## src/sv/pcog_pkg.sv

```systemverilog
// Shared types, constants and helper functions for the occupancy gridder.
`timescale 1ns / 1ps

package pcog_pkg;

   // Grid geometry and coordinate precision
   localparam int MAX_COLS   = 256;
   localparam int MAX_ROWS   = 256;
   localparam int COORD_BITS = 32;

   // Fixed widths of the interface fields
   localparam int XY_BITS    = 32;
   localparam int CPM_BITS   = 16;
   localparam int DIM_BITS   = 9;
   localparam int CELL_BITS  = 8;
   localparam int OP_BITS    = 3;
   localparam int STAT_BITS  = 2;
   localparam int CSR_BITS   = 3;

   // Q16.16 times Q8.8 gives 24 fraction bits
   localparam int FRAC_SHIFT = 24;
   localparam int DIFF_BITS  = XY_BITS + 1;
   localparam int PROD_BITS  = XY_BITS + CPM_BITS;
   localparam int IDX_BITS   = PROD_BITS - FRAC_SHIFT;

   localparam int COL_BITS   = $clog2(MAX_COLS);
   localparam int ROW_BITS   = $clog2(MAX_ROWS);
   localparam int ADDR_BITS  = $clog2(MAX_ROWS * MAX_COLS);
   localparam int WRAP_BITS  = (COORD_BITS < XY_BITS) ? COORD_BITS : XY_BITS;

   localparam logic [COORD_BITS-1:0] BOX_MAX = {1'b0, {(COORD_BITS-1){1'b1}}};
   localparam logic [COORD_BITS-1:0] BOX_MIN = {1'b1, {(COORD_BITS-1){1'b0}}};

   localparam logic [CELL_BITS-1:0] CELL_OCCUPIED   = 8'd0;
   localparam logic [CELL_BITS-1:0] CELL_FREE_PROB  = 8'd254;
   localparam logic [CELL_BITS-1:0] CELL_FREE_IMAGE = 8'd1;

   // Configuration register reset values
   localparam logic [XY_BITS-1:0]  RST_ORIGIN = '0;
   localparam logic [XY_BITS-1:0]  RST_Z_LOW  = -32'sd72090;
   localparam logic [XY_BITS-1:0]  RST_Z_HIGH = 32'sd6554;
   localparam logic [CPM_BITS-1:0] RST_CPM    = 16'd5120;
   localparam logic [DIM_BITS-1:0] RST_DIM    = 9'd256;

   typedef enum logic [OP_BITS-1:0] {
      OP_MEASURE   = 3'd0,
      OP_PLOT      = 3'd1,
      OP_READ      = 3'd2,
      OP_CLEAR     = 3'd3,
      OP_RESET_BOX = 3'd4
   } op_type;

   typedef enum logic [STAT_BITS-1:0] {
      STATUS_DONE    = 2'd0,
      STATUS_MARKED  = 2'd1,
      STATUS_BAND    = 2'd2,
      STATUS_OUTSIDE = 2'd3
   } status_type;

   typedef enum logic [CSR_BITS-1:0] {
      CSR_ORIGIN_X   = 3'd0,
      CSR_ORIGIN_Y   = 3'd1,
      CSR_Z_LOW      = 3'd2,
      CSR_Z_HIGH     = 3'd3,
      CSR_CPM        = 3'd4,
      CSR_GRID_COLS  = 3'd5,
      CSR_GRID_ROWS  = 3'd6,
      CSR_MAP_FORMAT = 3'd7
   } csr_index_type;

   typedef enum logic [2:0] {
      ST_IDLE,
      ST_OFFSET,
      ST_SCALE,
      ST_ACCESS,
      ST_FINISH
   } state_type;

   // Stage strobes from the controller to the datapath
   typedef struct packed {
      logic capture;
      logic offset;
      logic scale;
      logic access;
      logic load_rsp;
   } cmd_type;

   // Wrap a port coordinate to the coordinate precision
   function automatic logic [XY_BITS-1:0] wrap_coord(input logic [XY_BITS-1:0] v);
      logic [XY_BITS-1:0] r;
      for (int i = 0; i < XY_BITS; i++) begin
         r[i] = (i < WRAP_BITS) ? v[i] : v[WRAP_BITS-1];
      end
      return r;
   endfunction

   // Sign-extend or trim a coordinate to the box register width
   function automatic logic [COORD_BITS-1:0] to_box(input logic [XY_BITS-1:0] v);
      logic [COORD_BITS-1:0] r;
      for (int i = 0; i < COORD_BITS; i++) begin
         r[i] = (i < XY_BITS) ? v[i] : v[XY_BITS-1];
      end
      return r;
   endfunction

   // Box register back to port width
   function automatic logic [XY_BITS-1:0] box_to_port(input logic [COORD_BITS-1:0] b);
      logic [XY_BITS-1:0] r;
      for (int i = 0; i < XY_BITS; i++) begin
         r[i] = (i < COORD_BITS) ? b[i] : b[COORD_BITS-1];
      end
      return r;
   endfunction

endpackage

```

## src/sv/pcog_ctrl.sv

```systemverilog
// Controller: walks one item through offset, scale, grid access and result load.
`timescale 1ns / 1ps

module pcog_ctrl (
   input  logic              clock,
   input  logic              reset,
   input  logic              req_valid,
   output logic              req_stall,
   output logic              rsp_valid,
   input  logic              rsp_stall,
   output pcog_pkg::cmd_type cmd
);

   pcog_pkg::state_type state_ff, state_in;
   logic                rsp_valid_ff, rsp_valid_in;
   logic                rsp_free;

   assign rsp_free  = !rsp_valid_ff || !rsp_stall;
   assign req_stall = (state_ff != pcog_pkg::ST_IDLE);
   assign rsp_valid = rsp_valid_ff;

   always_ff @(posedge clock) begin
      if (reset) begin
         state_ff     <= pcog_pkg::ST_IDLE;
         rsp_valid_ff <= 1'b0;
      end else begin
         state_ff     <= state_in;
         rsp_valid_ff <= rsp_valid_in;
      end
   end

   always_comb begin
      state_in     = state_ff;
      cmd          = '0;
      rsp_valid_in = rsp_valid_ff && rsp_stall;
      unique case (state_ff)
         pcog_pkg::ST_IDLE: begin
            if (req_valid) begin
               cmd.capture = 1'b1;
               state_in    = pcog_pkg::ST_OFFSET;
            end
         end
         pcog_pkg::ST_OFFSET: begin
            cmd.offset = 1'b1;
            state_in   = pcog_pkg::ST_SCALE;
         end
         pcog_pkg::ST_SCALE: begin
            cmd.scale = 1'b1;
            state_in  = pcog_pkg::ST_ACCESS;
         end
         pcog_pkg::ST_ACCESS: begin
            cmd.access = 1'b1;
            state_in   = pcog_pkg::ST_FINISH;
         end
         pcog_pkg::ST_FINISH: begin
            // hold the finished beat until the result register frees up
            if (rsp_free) begin
               cmd.load_rsp = 1'b1;
               rsp_valid_in = 1'b1;
               state_in     = pcog_pkg::ST_IDLE;
            end
         end
         default: begin
            state_in = pcog_pkg::ST_IDLE;
         end
      endcase
   end

   a_load_when_free: assert property (@(posedge clock) disable iff (reset)
      cmd.load_rsp |-> (!rsp_valid_ff || !rsp_stall))
      else $error("result loaded over an untaken beat");

   a_accept_to_finish: assert property (@(posedge clock) disable iff (reset)
      (req_valid && !req_stall) |-> ##4 (state_ff == pcog_pkg::ST_FINISH))
      else $error("accepted beat did not reach the finish stage on time");

endmodule

```

## config.mk

```make
export PLATFORM = sky130hd
export DESIGN_NAME = pcog_ctrl
export DESIGN_NICKNAME = d
export VERILOG_FILES = /design/src/sv/pcog_pkg.sv /design/src/sv/pcog_ctrl.sv
export SDC_FILE = /design/constraint.sdc
export NUM_CORES = 1
export LEC_CHECK = 0
export ABC_AREA = 1
export BUFFER_PORTS_ARGS = -buffer_cell sky130_fd_sc_hd__buf_2
export CELL_PAD_IN_SITES_DETAIL_PLACEMENT = 0
export CELL_PAD_IN_SITES_GLOBAL_PLACEMENT = 1
export CORE_AREA = 8 8 45 47
export CTS_CLUSTER_DIAMETER = 80
export CTS_CLUSTER_SIZE = 30
export DETAILED_ROUTE_END_ITERATION = 6
export DIE_AREA = 0 0 53 55
export HOLD_SLACK_MARGIN = 0.02
export PLACE_DENSITY = 0.52
export SLEW_MARGIN = 20
export SYNTH_ARGS = -nofsm -noshare
export SYNTH_HDL_FRONTEND = slang
export SYNTH_SLANG_ARGS = --single-unit
```

## constraint.sdc

```tcl
create_clock -name clock -period 1 [get_ports clock]
set_clock_uncertainty 0.05 [all_clocks]
set_input_delay 0.2 -clock clock [delete_from_list [all_inputs] [get_ports clock]]
set_output_delay 0.2 -clock clock [all_outputs]
set_load 0.03 [all_outputs]
```

Word level (Yosys, flattened, before mapping) --
Cells that the tools add are included.
Word-level totals: input bits 4, output and inout port bits 7, register bits after elaboration 4, logic and storage cells 27
Operators by class: reductions and logical operators 7, equal/unequal tests 6, muxes and demuxes 12
Operator list (number):
- 3-bit case mux with 5 select lines | 1
- 1-bit two-way mux | 9
- 3-bit by 2-bit equality test with 1-bit output, second input constant | 2
- 3-bit two-way mux | 2
- 2-bit inequality test, second input constant | 2
- 3-bit by 1-bit equality test with 1-bit output, second input constant | 1
- 3-bit equality test, second input constant | 1
- 3-bit zero test | 1
- 3-bit nonzero test | 1
- 1-bit zero test | 2
- 2-bit AND reduction | 1
- 1-bit logical AND | 1
- 1-bit logical OR | 1

Depth between registers and ports, before layout --
depth after elaboration 4, depth in mapped cells 4

Worst setup path before layout --
OpenSTA, ideal clock, no wires.
path type register to output, start point register state_ff[2], end point output port cmd[4] (netlist bit), cell stages (with the launch flop) 4, arrival time 1126 ps, buffers on the path 0, path slack -376 ps, required time 750 ps, path through dfxtp_1 -> nor2_1 -> nand2_1 -> nor2_1
RTL lines:
- from (decl) | RTL line pcog_ctrl.sv:14 | pcog_pkg::state_type state_ff, state_in;
- from (signal assigned) | RTL line pcog_ctrl.sv:24 | state_ff <= pcog_pkg::ST_IDLE;
- from (signal assigned) | RTL line pcog_ctrl.sv:27 | state_ff <= state_in;
- to (decl) | RTL line pcog_ctrl.sv:11 | output pcog_pkg::cmd_type cmd

==> impl_summary.md <==
Clocking
In this run the number of H-tree levels came out at 1. The insertion delay of the later-clocked pin in the worst-skew pair is 0.23 ns. The number of buffers between clock root and the deepest sink is 2. Clock-pin slew was measured on the worst setup and hold paths at 0.04 ns. The number of CTS-inserted buffers is 3. The number of buffers inserted by hold repair at cts is 0. The TritonCTS clock tree is yes.

The library cell used as clock root buffer is clkbuf_4. The number of clock sinks is 4.

Synth
The mapped netlist covers 181 um2. By area, the combinational part of the netlist is dominated by simple AND/OR/NAND/NOR gates. The fraction of synthesized cell area in xor and xnor cells is 0%. The number of nets handed over by synthesis was 32. The compound-cell area share of the yosys netlist is 12.4%.

During synthesis, Yosys emitted a total of 0 warnings. The number of storage elements in the synthesis netlist is 4. Yosys attributes the largest share of cell area to dfxtp_1 44%, inv_1 17%, nor2_1 10%, a21oi_1 8.3%, nand3_1 8.3%. The cell type with the largest total area after synthesis is dfxtp_1. The average instance in the mapped netlist occupies roughly 6.5 um2.

The share of the Yosys chip area taken by registers is between 40% and 50%. Synthesis handed over a netlist of 28 instances. The adder-cell share of the synthesized area is 0%. The multiplexer area fraction after synthesis is 0%.

After synthesis, the netlist uses 7 different library cells. After Yosys synthesis, and, or, nand and nor cells account for 26.9% of the synthesized area. The prevailing post-synth register cell is dfxtp_1. The most common cell in the synthesized netlist is inv_1.

The proportion of synthesized flip-flops having asynchronous set or reset is 0%. After synthesis, the most frequently instantiated cells are 8 x inv_1, 5 x nor2_1, 4 x dfxtp_1, 4 x nand2_1. Counting flops with a built-in enable in the synthesized netlist gives 0. The share of Yosys cell area claimed by the top area cell type is roughly 44%.

Power
Of the total power, combinational logic draws between 30% and 40%. The clock group share of total power is between 30% and 40%. The sequential power share is 31.9%. The switching power is ~180 uW. The internal portion of the total power is approximately 400 uW. The worst supply voltage drop on vdd is approximately 0.43 mV. Net switching is a little under a third of the power.

Power comes to 571 uW. For this design the ratio of total power to cell area is between 1000 and 1500 nW/um2. The leakage component of the power is ~0.22 nW.

STA
The final-report setup violation count is 7. At the pin with the least slew margin, the transition time is 0.189 ns. Summed over all failing endpoints, the final setup total negative slack is -1.35 ns. The total count of hold-check failures in the final report is 0. Setup repair after global routing could not meet its margin everywhere. Measured against its own limit, the worst slew margin works out to between 80% and 90%.

The part of the cycle the worst path needs is 126%. For the finished layout, the period the worst path requires is between 1 and 1.5 ns. Derived from the worst setup path, the maximum achievable clock frequency is ~790 MHz. The max-slew violation count came to 0. The worst-case setup margin in the final layout is -0.264 ns.

Status
The final reports fail on setup timing. The flow ran to the end, but the final reports show violations.

Drt
The total detailed-routing wirelength is slightly below 600 um. The routed wire length per instance is between 9 and 10 um. After detailed routing, the number of vias per cell comes to between 3 and 4. After the first detailed-routing iteration, the DRC count stood at 1. The post-detailed-route count of antenna-violating nets is 0. After detailed routing, the number of remaining DRC violations is 0. The total number of vias is about 250. The iteration count of the initial detailed-routing pass is 2.

Die
The area of the die is 2920 um2. The core area is ~1400 um2. The initial utilization of the core area, before any placement, comes to between 10% and 20%. The floorplan step set the die height to 55 um. The count of standard-cell rows is 14. The horizontal die dimension is roughly 53 um.

For this design the top-level I/O count stands at 11.

Hold path
The path class of the tightest hold or removal check is primary input to flip-flop.

Placed design
The congestion estimate from routability-driven global placement came to approximately 0.69. During placement, the flow inserted port buffers numbering 10. Timing analysis after detailed placement gives a worst setup slack of -0.139 ns. The HPWL after detailed placement is between 400 and 500 um.

Critical path
The worst setup path is captured at an output pin. By startpoint and endpoint, the worst setup path is classified as flip-flop to output pin. The startpoint class of the critical path is a flip-flop. Data on the critical path is required at its endpoint by 0.75 ns. The highest fanout seen on the critical path is 4. The critical path data arrival time is 1.01 ns.

Finish
Cells with a size suffix above 1 make up about three quarters of the layout. The fill cell instance count of the final layout is around 160. The layout overhead on the synthesized area is 148%.

0 antenna diodes ended up in the layout. The final net count is 55.

Global route
For met2 alone, demand over resource in global routing was under 10%. The number of global-route vias before repair is about 280. The number of antenna violations at the first check in global routing is 0. Entering global routing, the biggest net connects 6 pins.

The global routing usage on met3 is 1.60%. The met1 usage is around 5%. The global routing usage summed across all routing layers is about 5.4%. The first global-routing pass estimated between 1 and 1.5 mm of wire. The layer flagged by global routing as most heavily used is met2.

The overall overflow remaining after global route is 0.

Job
Across the run, the number of max-cap violations was 0.
[critical path, stage by stage (launching register included)]
cell and delay (ns):
dfxtp_4 0.35, nor2_4 0.13, nand2_1 0.08, inv_1 0.08, buf_6 0.13
[cell type report]
class / instances / area [um2] / share of cell area [%]
Clock buffer: 3 / 22.5 / 5.00
Timing Repair Buffer: 18 / 154 / 34.2
Sequential cell: 4 / 92.6 / 20.6
Tap cell: 16 / 20.0 / 4.44
Inverter: 8 / 30.0 / 6.67
Multi-Input combinational cell: 16 / 131 / 29.2
[kinds of logic (layout without fill, tap and decap cells)]
kind of cell,Yosys count,count (layout)
and+or+nand+nor,12,12
DFF,4,4
buffers and inverters,8,29
AOI/OAI and AO/OA,4,4
[final timing paths]
kind	start	end	slack [ns]	cells after the start
worst min-delay path	reset	state_ff[1]$_SDFFE_PP0P_	0.13	2
worst max register to register	state_ff[1]$_SDFFE_PP0P_	rsp_valid$_SDFF_PP0_	-0.03	5
worst max-delay path	state_ff[2]$_SDFFE_PP0P_	cmd[2]	-0.26	4
worst min register to register	rsp_valid$_SDFF_PP0_	rsp_valid$_SDFF_PP0_	0.44	2
[metal layers]
layer | part of all wire, % | up-vias
met3 | 2.7 | 2
met4 | 2.5 | 0
met1 | 39 | 113
met2 | 56 | 5
met5 | 0 | -
li1 | - | 128
[flip-flops by register name (all words and copies together), names as in the netlist]
name       cells
rsp_valid      1
state_ff       3
[placed cells by master, fill, tap and decap left out, types with 3 or more instances in the layout]
cell      count
clkbuf_4      4
buf_6         7
dfxtp_4       3
inv_1         5
buf_2         3
buf_4         7
inv_2         3
nor2_4        4
[metrics by stage]
| step | util (%) | area (um2) | instances | hold slack (ns) |
|---|---|---|---|---|
| 3_5_place_dp | 23.8 | 329 | 60 | 0.374 |
| 4_1_cts | 31.1 | 430 | 65 | 0.120 |
| 2_1_floorplan | - | 214 | 28 | 0.212 |
| 5_1_grt | 32.5 | 450 | 65 | 0.130 |
| 6_report | 32.5 | 450 | 65 | 0.132 |
| 3_3_place_gp | 23.8 | 329 | 60 | 0.364 |
[power groups by stage]
stage          clock network, mW  logic [mW]  registers, mW
6_report                   0.194       0.195          0.182
5_1_grt                    0.220       0.209          0.184
2_1_floorplan                  0      0.0886          0.182
3_5_place_dp                   0       0.145          0.182
3_3_place_gp                   0       0.144          0.182
4_1_cts                    0.209       0.185          0.183
[repair_timing]
action	4_1_cts	5_1_grt
endpoints found under the setup margin	6	10
pin swaps	4	3
setup buffers	2	0
gates resized for setup	23	6
No activity file was read; power rests on OpenSTA's default activity.
